--- src/sv/sdcp_pkg.sv ---
`timescale 1ns / 1ps
// Package of the serial display command parser: word types and character codes.
// Used by the stream interface users, the top level and the checker.
package sdcp_pkg;

	localparam int CNT_W      = 4;
	localparam int KEPT_CHARS = 4;
	localparam int KEPT_IDX_W = 2;
	localparam int NUM_DIGITS = 6;
	localparam int DIG_IDX_W  = 3;

	localparam logic [7:0] CH_DASH = 8'h2D;
	localparam logic [7:0] CH_HASH = 8'h23;
	localparam logic [7:0] CH_CR   = 8'h0D;
	localparam logic [7:0] CH_ZERO = 8'h30;
	localparam logic [7:0] CH_ONE  = 8'h31;
	localparam logic [7:0] CH_SIX  = 8'h36;
	localparam logic [7:0] CH_NINE = 8'h39;

	localparam logic [7:0] OP_DIGIT       = 8'h30;
	localparam logic [7:0] OP_POSS_OFF    = 8'h41;
	localparam logic [7:0] OP_POSS_LOCAL  = 8'h42;
	localparam logic [7:0] OP_POSS_VISIT  = 8'h43;
	localparam logic [7:0] OP_HUN_LOC_ON  = 8'h44;
	localparam logic [7:0] OP_HUN_LOC_OFF = 8'h45;
	localparam logic [7:0] OP_HUN_VIS_ON  = 8'h46;
	localparam logic [7:0] OP_HUN_VIS_OFF = 8'h47;
	localparam logic [7:0] OP_RESET       = 8'h5A;

	localparam int IND_POS_LOCAL   = 0;
	localparam int IND_POS_VISITOR = 1;
	localparam int IND_HUN_LOCAL   = 2;
	localparam int IND_HUN_VISITOR = 3;

	typedef struct packed {
		logic [7:0] rx_char;
	} in_word_t;

	typedef struct packed {
		logic [3:0] local_units;
		logic [3:0] local_tens;
		logic [3:0] visitor_tens;
		logic [3:0] visitor_units;
		logic [3:0] local_fouls;
		logic [3:0] visitor_fouls;
		logic       possession_local;
		logic       possession_visitor;
		logic       hundreds_local;
		logic       hundreds_visitor;
		logic       command_done;
		logic       reset_request;
	} out_word_t;

endpackage

--- src/sv/sdcp_stream_if.sv ---
`timescale 1ns / 1ps
// Valid/ready stream interface carrying one word per handshake.
// The word type is a parameter; no other dependencies.
interface sdcp_stream_if #(parameter type T = logic [7:0]);
	logic valid;
	logic ready;
	T     data;

	modport source(output valid, output data, input ready);
	modport sink(input valid, input data, output ready);
endinterface

--- src/sv/serial_display_command_parser.sv ---
`timescale 1ns / 1ps
// Top level of the serial display command parser.
// Depends on sdcp_pkg and sdcp_stream_if.

// The parser takes one received character per clock cycle and returns one result word
// per character, in the cycle after the character is accepted. Each result shows the six
// BCD digit latches and four indicator lamps as they stand after that character, plus
// flags for a completed command and a reset request. The decode runs in a single
// combinational pass from the parser state to one output register, so the rate is one
// character per cycle; the input is stalled only while that output register holds a
// word that the sink has not taken.
module serial_display_command_parser import sdcp_pkg::*; #(
	parameter int MAX_CMD_CHARS = 9
) (
	input  logic          clk,
	input  logic          arst_n,
	sdcp_stream_if.sink   in_ch,
	sdcp_stream_if.source out_ch
);

	logic                  collecting_q;
	logic [CNT_W-1:0]      char_count_q;
	logic [KEPT_CHARS-1:0][7:0] cmd_q;
	logic [NUM_DIGITS-1:0][3:0] digit_q;
	logic [3:0]            ind_q;

	logic                  collecting_d;
	logic [CNT_W-1:0]      char_count_d;
	logic [KEPT_CHARS-1:0][7:0] cmd_d;
	logic [NUM_DIGITS-1:0][3:0] digit_d;
	logic [3:0]            ind_d;

	logic       out_valid_q;
	out_word_t  out_q;
	out_word_t  result;
	logic       accept;
	logic       is_term;
	logic       done;
	logic       rst_req;
	logic [7:0] ch;
	logic [7:0] op;
	logic [7:0] port;
	logic [7:0] val;

	assign in_ch.ready = !out_valid_q || out_ch.ready;
	assign accept      = in_ch.valid && in_ch.ready;
	assign ch          = in_ch.data.rx_char;
	assign op          = cmd_q[0];
	assign port        = cmd_q[2];
	assign val         = cmd_q[3];
	assign is_term     = (ch == CH_HASH) || (ch == CH_CR);
	assign done        = collecting_q && is_term;

	always_comb begin
		collecting_d = collecting_q;
		char_count_d = char_count_q;
		cmd_d        = cmd_q;
		digit_d      = digit_q;
		ind_d        = ind_q;
		rst_req      = 1'b0;

		if (done) begin
			collecting_d = 1'b0;
			case (op)
				OP_DIGIT: begin
					if (port inside {[CH_ONE:CH_SIX]}) begin
						if (val inside {[CH_ZERO:CH_NINE]}) begin
							digit_d[DIG_IDX_W'(port - CH_ONE)] = 4'(val - CH_ZERO);
						end else begin
							digit_d[DIG_IDX_W'(port - CH_ONE)] = 4'd0;
						end
					end
				end
				OP_POSS_OFF: begin
					ind_d[IND_POS_LOCAL]   = 1'b0;
					ind_d[IND_POS_VISITOR] = 1'b0;
				end
				OP_POSS_LOCAL: begin
					ind_d[IND_POS_LOCAL]   = 1'b1;
					ind_d[IND_POS_VISITOR] = 1'b0;
				end
				OP_POSS_VISIT: begin
					ind_d[IND_POS_LOCAL]   = 1'b0;
					ind_d[IND_POS_VISITOR] = 1'b1;
				end
				OP_HUN_LOC_ON:  ind_d[IND_HUN_LOCAL] = 1'b1;
				OP_HUN_LOC_OFF: ind_d[IND_HUN_LOCAL] = 1'b0;
				OP_HUN_VIS_ON:  ind_d[IND_HUN_VISITOR] = 1'b1;
				OP_HUN_VIS_OFF: ind_d[IND_HUN_VISITOR] = 1'b0;
				OP_RESET:       rst_req = 1'b1;
				default: begin
				end
			endcase
		end else if (collecting_q && (char_count_q < CNT_W'(MAX_CMD_CHARS))) begin
			if (char_count_q < CNT_W'(KEPT_CHARS)) begin
				cmd_d[char_count_q[KEPT_IDX_W-1:0]] = ch;
			end
			char_count_d = char_count_q + CNT_W'(1);
		end

		if (ch == CH_DASH) begin
			collecting_d = 1'b1;
			char_count_d = '0;
			cmd_d        = '0;
		end

		if (rst_req) begin
			collecting_d = 1'b0;
			char_count_d = '0;
			cmd_d        = '0;
			digit_d      = '0;
			ind_d        = '0;
		end
	end

	always_comb begin
		result.local_units        = digit_d[0];
		result.local_tens         = digit_d[1];
		result.visitor_tens       = digit_d[2];
		result.visitor_units      = digit_d[3];
		result.local_fouls        = digit_d[4];
		result.visitor_fouls      = digit_d[5];
		result.possession_local   = ind_d[IND_POS_LOCAL];
		result.possession_visitor = ind_d[IND_POS_VISITOR];
		result.hundreds_local     = ind_d[IND_HUN_LOCAL];
		result.hundreds_visitor   = ind_d[IND_HUN_VISITOR];
		result.command_done       = done;
		result.reset_request      = rst_req;
	end

	always_ff @(posedge clk or negedge arst_n) begin
		if (!arst_n) begin
			collecting_q <= 1'b0;
			char_count_q <= '0;
			cmd_q        <= '0;
			digit_q      <= '0;
			ind_q        <= '0;
			out_valid_q  <= 1'b0;
		end else begin
			if (accept) begin
				collecting_q <= collecting_d;
				char_count_q <= char_count_d;
				cmd_q        <= cmd_d;
				digit_q      <= digit_d;
				ind_q        <= ind_d;
				out_valid_q  <= 1'b1;
			end else if (out_ch.ready) begin
				out_valid_q  <= 1'b0;
			end
		end
	end

	always_ff @(posedge clk) begin
		if (accept) begin
			out_q <= result;
		end
	end

	assign out_ch.valid = out_valid_q;
	assign out_ch.data  = out_q;

endmodule

--- src/flat_wrapper.sv ---
// flat-port wrapper written by rule: the top's interface ports become plain ports
module serial_display_command_parser_flat import sdcp_pkg::*;
#(
	parameter int MAX_CMD_CHARS = 9
)
  (clk, arst_n, in_ch_valid, in_ch_data, in_ch_ready, out_ch_valid, out_ch_data, out_ch_ready);
  sdcp_stream_if #(.T(in_word_t)) in_ch_i ();
  sdcp_stream_if #(.T(out_word_t)) out_ch_i ();
  input  logic clk;
  input  logic arst_n;
  input wire logic [$bits(in_ch_i.valid)-1:0] in_ch_valid;
  input wire logic [$bits(in_ch_i.data)-1:0] in_ch_data;
  output wire logic [$bits(in_ch_i.ready)-1:0] in_ch_ready;
  output wire logic [$bits(out_ch_i.valid)-1:0] out_ch_valid;
  output wire logic [$bits(out_ch_i.data)-1:0] out_ch_data;
  input wire logic [$bits(out_ch_i.ready)-1:0] out_ch_ready;
  assign in_ch_i.valid = in_ch_valid;
  assign in_ch_i.data = in_ch_data;
  assign in_ch_ready = in_ch_i.ready;
  assign out_ch_valid = out_ch_i.valid;
  assign out_ch_data = out_ch_i.data;
  assign out_ch_i.ready = out_ch_ready;
  serial_display_command_parser #(.MAX_CMD_CHARS(MAX_CMD_CHARS)) u_core (.clk(clk), .arst_n(arst_n), .in_ch(in_ch_i), .out_ch(out_ch_i));
endmodule
--- config.mk ---
export PLATFORM = sky130hd
export DESIGN_NAME = serial_display_command_parser_flat
export DESIGN_NICKNAME = d
export VERILOG_FILES = /design/src/sv/sdcp_pkg.sv /design/src/sv/sdcp_stream_if.sv /design/src/sv/serial_display_command_parser.sv /design/src/flat_wrapper.sv
export SDC_FILE = /design/constraint.sdc
export NUM_CORES = 1
export LEC_CHECK = 0
export BUFFER_PORTS_ARGS = -buffer_cell sky130_fd_sc_hd__buf_2
export CAP_MARGIN = 25
export CORE_AREA = 3 3 107 109
export DETAILED_ROUTE_END_ITERATION = 6
export DIE_AREA = 0 0 110 112
export PLACE_DENSITY = 0.67
export SYNTH_ARGS = -nofsm -noshare
export SYNTH_HDL_FRONTEND = slang
export SYNTH_SLANG_ARGS = --single-unit
export TNS_END_PERCENT = 1
--- constraint.sdc ---
create_clock -name clk -period 2.96 [get_ports clk]
set_input_delay 0.148 -clock clk [delete_from_list [all_inputs] [get_ports clk]]
set_output_delay 0.148 -clock clk [all_outputs]
set_load 0.05 [all_outputs]
== Yosys cells after proc, flatten, opt, wreduce, memory -nomap -nowiden ==
Cells that the tools add are included.

* Input bits: 12
* Logic and storage cells: 103
* Register bits after elaboration: 96
* Output and inout bits: 32

* Equality and inequality tests: 13
* Reductions and logical operators: 17
* Mux-type cells: 32
* $lt $le $gt $ge: 10
* Bitwise operators: 2
* Add/sub/neg operators: 3

{| class="wikitable"
|+ Operators by type and width
! cell !! count
|-
| $mux 32 || 5
|-
| $mux 24 || 5
|-
| $eq 8x7->1 const B || 8
|-
| $bwmux 32 || 1
|-
| $mux 4 || 7
|-
| $and 24x24->24 || 1
|-
| $bwmux 24 || 1
|-
| $eq 8x6->1 const B || 3
|-
| $not 24->24 || 1
|-
| $demux 8 s2 || 1
|-
| $ge 8x6->1 const B || 2
|-
| $le 8x6->1 const B || 2
|-
| $demux 4 s3 || 1
|-
| $reduce_bool 3->1 || 3
|-
| $eq 8x4->1 const B || 1
|-
| $mux 8 || 1
|-
| $logic_and 1x1->1 || 7
|-
| $mux 1 || 7
|-
| $pmux 2 s3 || 1
|-
| $add 4x1->4 const B || 1
|-
| $lt 3x4->1 const B || 1
|-
| $lt 4x3->1 const B || 1
|-
| $lt 4x4->1 const B || 1
|-
| $pmux 1 s2 || 2
|-
| other kinds (12) || 13
|}

== Logic depth before layout (Yosys ltp) ==
Gate-level depths: netlist (run 1).

* Depth after elaboration: 12
* Mapped depth: 8

== Least setup slack after synthesis (run 1) ==
Ideal clock, no wire load.

* Kind: flip-flop to flip-flop
* Start point: register u_core.out_valid_q, in the netlist u_core.out_ch.valid
* End point: register u_core.out_q, in the netlist u_core.out_ch.data[0] (enable)
* Arrival time: 2.518 ns
* Stages on the path, launching flop included: 5
* Required time: 2.556 ns
* Setup slack: 0.038 ns
* Setup time: 0.404 ns
* Cell sequence: dfrtp_1 nand2b_1 nand2_1 inv_1 clkbuf_1

* Cells in the longest elaborated chain, start to end: 3

{| class="wikitable"
|+ RTL lines
! what !! line !! RTL
|-
| start, declared || serial_display_command_parser.sv:33 || <nowiki>logic out_valid_q;</nowiki>
|-
| start signal, assigned || serial_display_command_parser.sv:138 || <nowiki>out_valid_q <= 1'b0;</nowiki>
|-
| start signal, assigned || serial_display_command_parser.sv:146 || <nowiki>out_valid_q <= 1'b1;</nowiki>
|-
| start signal, assigned || serial_display_command_parser.sv:148 || <nowiki>out_valid_q <= 1'b0;</nowiki>
|-
| $logic_not 1->1 || serial_display_command_parser.sv:45 || <nowiki>assign in_ch.ready = !out_valid_q || out_ch.ready;</nowiki>
|-
| $logic_or 1x1->1 || serial_display_command_parser.sv:45 ||
|-
| via in_ch_ready || flat_wrapper.sv:13 || <nowiki>output wire logic [$bits(in_ch_i.ready)-1:0] in_ch_ready;</nowiki>
|-
| $logic_and 1x1->1 || serial_display_command_parser.sv:46 || <nowiki>assign accept = in_ch.valid && in_ch.ready;</nowiki>
|-
| via u_core.accept || serial_display_command_parser.sv:36 || <nowiki>logic accept;</nowiki>
|-
| end signal, assigned || serial_display_command_parser.sv:155 || <nowiki>out_q <= result;</nowiki>
|-
| end, declared || serial_display_command_parser.sv:34 || <nowiki>out_word_t out_q;</nowiki>
|}

The timed path passes the listed nets, and every way through them passes these cells.
A chain may end at the register's enable or synchronous reset.

==> results of run 1 <==
==> per-stage QoR <==
step | instance area, um2 | util (%)
after global routing | 5330 | 49.8
after global placement | 5120 | 47.8
after detailed placement | 5120 | 47.8
after floorplan | 4740 | -
after CTS | 5330 | 49.8
final | 5330 | 49.8
==> layer usage <==
metal	routed length (um)	part of all wire, %	global-route usage [%]
met1	4690	45	24.6
met2	5100	49	29.2
met3	437	4.2	4.17
met4	189	1.8	6.40
met5	0	0	0
==> final timing paths <==
check                                          to  depth (start not counted)  slack [ps]
min in group asynchronous           u_core.val[6]                          2         320
max in group asynchronous       u_core.digit_q[3]                          3        1760
min                           u_core.out_ch.valid                          3          30
max                        u_core.out_ch.data[16]                          7         320
min reg2reg                       u_core.ind_q[2]                          1         480
max reg2reg                u_core.out_ch.data[16]                          7         320
==> cell type report <==
cell class / instances / share of cell area [%]
timing repair buffer: 58 / 6.43
clock inverter: 7 / 1.50
sequential: 88 / 44.1
multi-input combinational: 289 / 39.6
tap: 140 / 3.29
clock buffer: 9 / 2.32
inverter: 39 / 2.75
==> power breakdown <==
| part | internal, uW | total, uW | leakage, uW | switching [uW] |
|---|---|---|---|---|
| clock network | 397 | 856 | 0.0000960 | 459 |
| logic | 114 | 348 | 0.00126 | 235 |
| registers | 1330 | 1410 | 0.000880 | 82.1 |
| total | 1840 | 2610 | 0.00223 | 776 |
==> logic make-up (layout without fill, tap and decap cells) <==
group,Yosys count,count (layout)
buffers and inverters,66,113
multiplexers,44,44
XOR/XNOR,4,4
adder cells (fa/ha/maj),7,7
AO/OA/AOI/OAI,97,97
AND/OR/NAND/NOR,137,137
flip-flops,88,88
==> sequential cells by signal, indices dropped and copies added (netlist names) <==
register and flops:
u_core.collecting_q 1, u_core.val 8, u_core.out_ch.data 30, u_core.digit_q 24, u_core.port 8, u_core.op 8, u_core.out_ch.valid 1, u_core.ind_q 4
u_core.char_count_q 4
==> worst register-to-register path: cells and delay by family, from the launching register on <==
| family | cells | cell delay (ps) |
|---|---|---|
| buf+inv | 1 | 130 |
| fa+ha+maj | 1 | 280 |
| xor+xnor | 1 | 190 |
| flops | 1 | 410 |
| simple gates | 3 | 1120 |
| mux | 1 | 260 |
==> Yosys cell counts, drive strengths merged, types with 3 or more instances <==
library cell / instances
a32o: 12
clkbuf: 12
nand3b: 5
edfxtp: 30
nand3: 17
or4: 3
o22ai: 3
a21oi: 24
xnor2: 3
mux2i: 44
dfrtp: 58
o21ai: 37
nor2b: 3
ha: 7
a211oi: 5
inv: 39
nor2: 37
and4bb: 4
nand4: 16
nor4b: 3
and3: 7
o22a: 3
nand2: 20
buf: 15
nor4: 5
==> results.json, run 1 <==
{
  "syn_to_final_growth_pct": 12.4,
  "synthCells": 443,
  "synth_xor_area_share_pct": 0.739,
  "gp_congestion": 0.815,
  "synthMuxAreaShare_pct": 9.29,
  "synth_seq_cells": 88,
  "register_area_mm2": 0.00235,
  "cp.required_ps": 3080,
  "grt_pass1_wl_mm": 17.5,
  "cts.clk_slew.worst_paths_ps": 90,
  "cts_resized": 0,
  "layout_min_cycle_time_ps": 2640,
  "avgSynthCellArea_um2": 10.7,
  "worstPathArrival_ps": 2760,
  "whs_ps": 31.2,
  "finalNetCount": 504,
  "drtIter0Drc": 217,
  "max_freq_mhz": 379,
  "maxSlewHeadroom_pct": 37.2,
  "synth_area_leaders": "dfrtp_1 31%, edfxtp_1 19%, mux2i_1 9.3%, inv_1 3.1%, o21ai_0 3.0%",
  "die_h_um": 112,
  "critPathMaxFanout": 9,
  "final.period_utilization_pct": 89.1,
  "final-max-slew-violation-count": 0,
  "dp_cells": 613,
  "grt_pass1_vias": 3458,
  "ys_async_sr_fraction_pct": 65.9,
  "startpoint": "u_core.port[0]",
  "r2r_start": "u_core.port[0]",
  "setup_slack_ps": 322,
  "drc": 0,
  "start_util_pct": 44.3,
  "h-tree-depth": 3,
  "synth_compound_area_share_pct": 14.0,
  "cp-end-kind": "flop",
  "antenna_found_initial": 0,
  "grt_max_degree": 54,
  "grt_usage_pct": 18.4,
  "synth_top_area_share_pct": 30.6,
  "cts_hold_buf": 1,
  "vdd_drop_max_mv": 0.274,
  "synth_flop_cell": "dfrtp_1",
  "synthesis.area_mm2": 0.00474,
  "drive_gt1_share_pct": 19.4,
  "synth_cell_types": 55,
  "max_stage_delay_ps": 680,
  "maxCapViolations": 0,
  "core_mm2": 0.0107,
  "dieArea_mm2": 0.0123,
  "tns_ps": 0,
  "antenna_cells": 0,
  "drt_pass1_iterations": 4,
  "final_hold_viol_count": 0,
  "start_kind": "flop",
  "worstSetupPathType": "flop to flop",
  "final_common_cell": "dfrtp_1",
  "yosys.area.top_type": "dfrtp_1",
  "post_drt_wl_per_cell_um": 16.5,
  "grt_remaining_overflow": 0,
  "skew_ps": 17.4,
  "crit_top_cell": "or4_1",
  "worst_path_max_delay_cell": "or4_1",
  "dpl.hpwl_mm": 7.12,
  "cts_root_buf": "clkbuf_8",
  "crit_path_cell_trace": "inv_1 > ha_1 > xor2_1 > or4_1 > or4_1 > mux2i_1 > nor2_1",
  "setup_viol": 0,
  "wl_mm": 10.4,
  "cts_tree": "yes",
  "ys_seq_area_share_pct": 49.6,
  "synth-simple-area-share_pct": 18.6,
  "rsz0062_at_grt": "no",
  "vias_per_cell": 5.57,
  "synth_top_family_by_area": "simple AND/OR/NAND/NOR gates",
  "postCtsSetupBuffers": 0,
  "p_leak_uw": 0.00223,
  "crit_buf_inv": 1,
  "min_from": "in_ch_valid",
  "syn_nets": 462,
  "post-place-ws_ps": 351,
  "cts_buffers": 9,
  "ys_warn_count": 0,
  "clk_latency_ps": 370,
  "critical-path-top-delay-family": "simple AND/OR/NAND/NOR gates",
  "cts.path.max_buffers": 2,
  "status": "complete, no violations",
  "io_buffers": 43,
  "row_count": 38,
  "synth_fa_ha_area_share_pct": 1.85,
  "powerDensity_mw_per_mm2": 491,
  "multi_input_area_mm2": 0.00211,
  "fillCellCount": 987,
  "final_antenna_net_count": 0,
  "die_w_um": 110,
  "vias": 3507,
  "instances_no_fill": 630,
  "ios": 44,
  "finalPower_uw": 2610,
  "cts_sinks": 88,
  "synth_edf_count": 30,
  "hp-class": "input port to flop",
  "most-common-layout-cells": "58 x dfrtp_1, 44 x mux2i_1, 43 x buf_2",
  "tightest_slew_ps": 942
}
(Power assumes the default switching activity.)
==> run 2: changes to the inputs <==
Settings changed: CORE_AREA 3 3 107 109 to 3 3 93 95, DIE_AREA 0 0 110 112 to 0 0 96 98, PLACE_DENSITY 0.67 to 0.85.
==> run 2 against run 1 <==
  * Via count is 4.9% higher
  * Worst setup slack improved by 15 ps
  * Clock-buffer cell count is 2 higher
  * Die area shrank 24%
  * Global-route usage grew 4.8 points
  * Critical path type unchanged
  * Sequential power about the same
  * Largest cell class unchanged
  * Total power barely moved
  * Combinational power rose by 3%
  * Cell count fell by 6.2%
  * Hold slack better by 35 ps
  * Highest routed layer unchanged
==> results.json, run 2 (synthesized netlist as in run 1, its figures left out) <==
{
  "rsz0062_at_grt": "no",
  "drc": 0,
  "worstSetupPathType": "flop to flop",
  "p_sw_uw": 758,
  "die_w_um": 96,
  "status": "complete, no violations",
  "layout_min_cycle_time_ps": 2620,
  "rrSetupSlack_ps": 340,
  "antenna_cells": 0,
  "cts_sinks": 88,
  "whs_ps": 66.0,
  "drt_pass1_iterations": 5,
  "row_count": 32,
  "postCtsSetupBuffers": 0,
  "cts_resized": 0,
  "cts_root_buf": "clkbuf_8",
  "tightest_slew_ps": 1010,
  "core_mm2": 0.00781,
  "p_int_uw": 1850,
  "p_leak_uw": 0.00223,
  "instances_no_fill": 591,
  "cts.clk_slew.worst_paths_ps": 80,
  "vias_per_cell": 6.22,
  "grt_usage_pct": 23.2,
  "cp.required_ps": 3070,
  "maxCapViolations": 0,
  "grt_pass1_wl_mm": 17.0,
  "start_kind": "flop",
  "vdd_drop_max_mv": 0.310,
  "final_hold_viol_count": 0,
  "antenna_found_initial": 0,
  "cts_tree": "yes",
  "wl_mm": 10.4,
  "cts_buffers": 9,
  "finalPower_uw": 2610,
  "start_util_pct": 60.7,
  "final_antenna_net_count": 0,
  "io_buffers": 43,
  "drtIter0Drc": 332,
  "max_freq_mhz": 381,
  "largest_reg_flops": 30,
  "switching_share_pct": 29.0,
  "hp-class": "input port to flop",
  "gp_congestion": 0.844,
  "p_clk_share_pct": 32.4,
  "final-max-slew-violation-count": 0,
  "post_drt_wl_per_cell_um": 17.5,
  "fillCellCount": 572,
  "die_h_um": 98,
  "ios": 44,
  "finalNetCount": 503,
  "grt_max_degree": 54,
  "setup_viol": 0,
  "powerDensity_mw_per_mm2": 496,
  "final_common_cell": "dfrtp_1",
  "grt_pass1_vias": 3474,
  "worstPathArrival_ps": 2740,
  "vias": 3678,
  "final.period_utilization_pct": 88.6,
  "p_comb_share_pct": 13.6,
  "critPathMaxFanout": 9,
  "maxSlewHeadroom_pct": 32.4,
  "dieArea_mm2": 0.00941,
  "clk_latency_ps": 370,
  "seq_power_share_pct": 53.9,
  "cts.path.max_buffers": 2,
  "tns_ps": 0,
  "dp_cells": 574,
  "dpl.hpwl_mm": 6.98,
  "cp-end-kind": "flop",
  "grt_remaining_overflow": 0,
  "h-tree-depth": 3,
  "skew_ps": 12.8,
  "drive_gt1_share_pct": 18.8,
  "syn_to_final_growth_pct": 11.1,
  "most-common-layout-cells": "58 x dfrtp_1, 44 x mux2i_1, 43 x buf_2"
}
run 2: timing repair:
item	CTS	global route
hold endpoints to repair	24	0
setup endpoints to repair	0	0
hold buffers	1	0
run 2: worst max-delay path, stage by stage (launching register included):
cell,delay [ps]
dfrtp_1,420
inv_1,140
ha_1,280
xor2_1,190
or4_1,390
or4_1,650
mux2i_1,240
nor2_1,60
run 2: power groups by stage:
stage	logic [uW]	registers (uW)	clock network, uW
after detailed placement	350	1430	0
after floorplan	229	1430	0
after global routing	390	1420	910
final	357	1410	847
after global placement	333	1430	0
after CTS	354	1410	847
run 2: area by class of cell:
class                      instances  area [um2]  area share [%]
sequential                        88        2350            44.6
multi-input combinational        289        2110            40.0
timing repair buffer              57         335            6.36
inverter                          39         146            2.78
clock buffer                      11         141            2.68
tap                              102         128            2.42
clock inverter                     5        56.3            1.07
run 2: metrics by stage:
stage	utilization [%]	instance area, um2	setup slack (ps)
floorplan	-	4740	38.1
global placement	64.8	5060	486
detailed placement	64.8	5060	360
CTS	67.5	5270	340
global route	67.5	5270	156
finish	67.5	5270	337
run 2: worst paths after layout:
kind                       cells after the start                endpoint             from
setup / recovery                               7  u_core.out_ch.data[16]   u_core.port[0]
hold / removal                                 3     u_core.out_ch.valid      in_ch_valid
setup reg to reg                               7  u_core.out_ch.data[16]   u_core.port[0]
hold reg to reg                                1         u_core.ind_q[1]  u_core.ind_q[1]
max in group asynchronous                      3  u_core.char_count_q[0]           arst_n
min in group asynchronous                      2          u_core.port[3]           arst_n
run 2: metal layers:
metal  track usage, %  part of all wire (%)  wire, um  vias to the layer above
li1                 -                     -         -                     1696
met1             31.7                    43      4450                     1819
met2             36.2                    49      5070                      138
met3             4.70                   6.0       621                       25
met4             8.86                   2.2       231                        0
met5                0                     0         0                        -
==> run 3: changes to the inputs <==
Settings changed: ABC_CLOCK_PERIOD_IN_PS set to 2960, CORE_AREA 3 3 93 95 to 3 3 92 94, CTS_BUF_LIST set to sky130_fd_sc_hd__clkbuf_4, DIE_AREA 0 0 96 98 to 0 0 95 97, PLACE_DENSITY 0.85 to 0.86.
==> run 3 against run 2 <==
  * Final area up 0.14%
  * Highest routed layer unchanged
  * Clock power shrank 9.4%
  * Via count shrank 0.87%
  * Wire length is 0.58% lower
  * Critical endpoint is now u_core.out_ch.data[14]
  * Worst setup slack lost 11 ps
  * Sequential share of layout area decreased by 0.064 points
  * Cell count rose by 0.34%
  * Flip-flop and latch count unchanged
  * Global-route usage rose by 0.62 points
==> results.json, run 3 (synthesized netlist as in run 1, its figures left out) <==
{
  "rsz0062_at_grt": "no",
  "core_mm2": 0.00773,
  "min_path_cells": 3,
  "grt_pass1_vias": 3449,
  "layout_min_cycle_time_ps": 2630,
  "drt_pass1_iterations": 5,
  "cp.required_ps": 3180,
  "final.period_utilization_pct": 89.0,
  "clk_latency_ps": 440,
  "seq_power_share_pct": 55.6,
  "post_drt_wl_per_cell_um": 17.4,
  "p_int_uw": 1790,
  "p_comb_share_pct": 14.2,
  "cts.path.max_buffers": 2,
  "tns_ps": 0,
  "setup_slack_ps": 326,
  "vias_per_cell": 6.15,
  "instances_no_fill": 593,
  "final-max-slew-violation-count": 0,
  "placed_area_mm2": 0.00507,
  "h-tree-depth": 3,
  "crit_top_cell": "or4_1",
  "start_util_pct": 61.4,
  "postCtsSetupBuffers": 0,
  "start_kind": "flop",
  "cts_tree": "yes",
  "cts.clk_slew.worst_paths_ps": 140,
  "ios": 44,
  "final_common_cell": "dfrtp_1",
  "post-place-ws_ps": 353,
  "skew_ps": 20.6,
  "cp-end-kind": "flop",
  "hp-class": "input port to flop",
  "finalNetCount": 505,
  "cts_buffers": 9,
  "cts_sinks": 88,
  "p_sw_uw": 748,
  "row_count": 32,
  "r2r_cells": 7,
  "crit_path_cell_trace": "inv_1 > ha_1 > xor2_1 > or4_1 > or4_1 > mux2i_1 > nor2_1",
  "whs_ps": 34.5,
  "syn_to_final_growth_pct": 11.3,
  "grt_usage_pct": 23.8,
  "grt_max_degree": 54,
  "max_stage_delay_ps": 650,
  "critPathMaxFanout": 9,
  "worstSetupPathType": "flop to flop",
  "status": "complete, no violations",
  "antenna_cells": 0,
  "most-common-layout-cells": "58 x dfrtp_1, 44 x mux2i_1, 43 x buf_2",
  "worst_path_max_delay_cell": "or4_1",
  "drive_gt1_share_pct": 19.1,
  "max_freq_mhz": 380,
  "switching_share_pct": 29.5,
  "finalInstanceArea_mm2": 0.00528,
  "rrSetupSlack_ps": 330,
  "drc": 0,
  "final_hold_viol_count": 0,
  "grt_pass1_wl_mm": 17.2,
  "setup_viol": 0,
  "antenna_found_initial": 0,
  "dp_cells": 574,
  "cts_root_buf": "clkbuf_4",
  "drtIter0Drc": 383,
  "maxCapViolations": 0,
  "p_leak_uw": 0.00224,
  "tightest_slew_ps": 961,
  "maxSlewHeadroom_pct": 35.9,
  "final_antenna_net_count": 0,
  "dpl.hpwl_mm": 7.07,
  "die_w_um": 95,
  "vias": 3646,
  "grt_remaining_overflow": 0,
  "dieArea_mm2": 0.00922,
  "powerDensity_mw_per_mm2": 481,
  "io_buffers": 43,
  "largest_reg_flops": 30,
  "wl_mm": 10.3,
  "worstPathArrival_ps": 2850,
  "vdd_drop_max_mv": 0.387,
  "gp_congestion": 0.858,
  "cts_resized": 0,
  "die_h_um": 97,
  "p_clk_share_pct": 30.2
}
-- run 3: path summary, 6_finish.rpt --
path	from	end
max in group asynchronous	arst_n	u_core.val[3]
worst max register to register	u_core.port[0]	u_core.out_ch.data[14]
worst max-delay path	u_core.port[0]	u_core.out_ch.data[14]
worst min-delay path	in_ch_data[5]	u_core.op[5]
worst min register to register	u_core.ind_q[1]	u_core.ind_q[1]
min in group asynchronous	arst_n	u_core.op[7]
-- run 3: per-stage QoR --
step           utilization, %  power, uW
2_1_floorplan               -       1660
3_3_place_gp             65.7       1760
3_5_place_dp             65.7       1780
4_1_cts                  68.0       2540
5_1_grt                  68.3       2650
6_report                 68.3       2540
-- run 3: metal layers --
layer / global-route usage, % / up-vias / wire (um)
li1: - / 1711 / -
met1: 32.1 / 1791 / 4360
met2: 38.6 / 119 / 5140
met3: 3.34 / 25 / 524
met4: 9.43 / 0 / 287
met5: 0 / - / 0
-- run 3: cell type report --
class                      instances  area [um2]
fill                             571        2450
sequential                        88        2350
multi-input combinational        289        2110
timing repair buffer              59         378
inverter                          39         146
tap                              102         128
clock inverter                     7        95.1
clock buffer                       9        67.6
-- run 3: what timing repair did --
action | 4_1_cts | 5_1_grt
setup endpoints to repair | 0 | 0
hold endpoints to repair | 42 | 0
hold buffers | 2 | 0
-- run 3: power by group through the flow --
stage               Combinational [uW]  Sequential (uW)  Clock [uW]
global placement                   332             1430           0
finish                             360             1410         767
detailed placement                 351             1430           0
global route                       398             1420         829
CTS                                356             1410         770
floorplan                          229             1430           0
-- run 3: critical path, delay by kind of cell, from the launching register on --
family,cells,cell delay [ps]
buffers and inverters,1,130
adder cells (fa/ha/maj),1,280
flip-flops,1,440
AND/OR/NAND/NOR,3,1100
XOR/XNOR,1,190
multiplexers,1,270
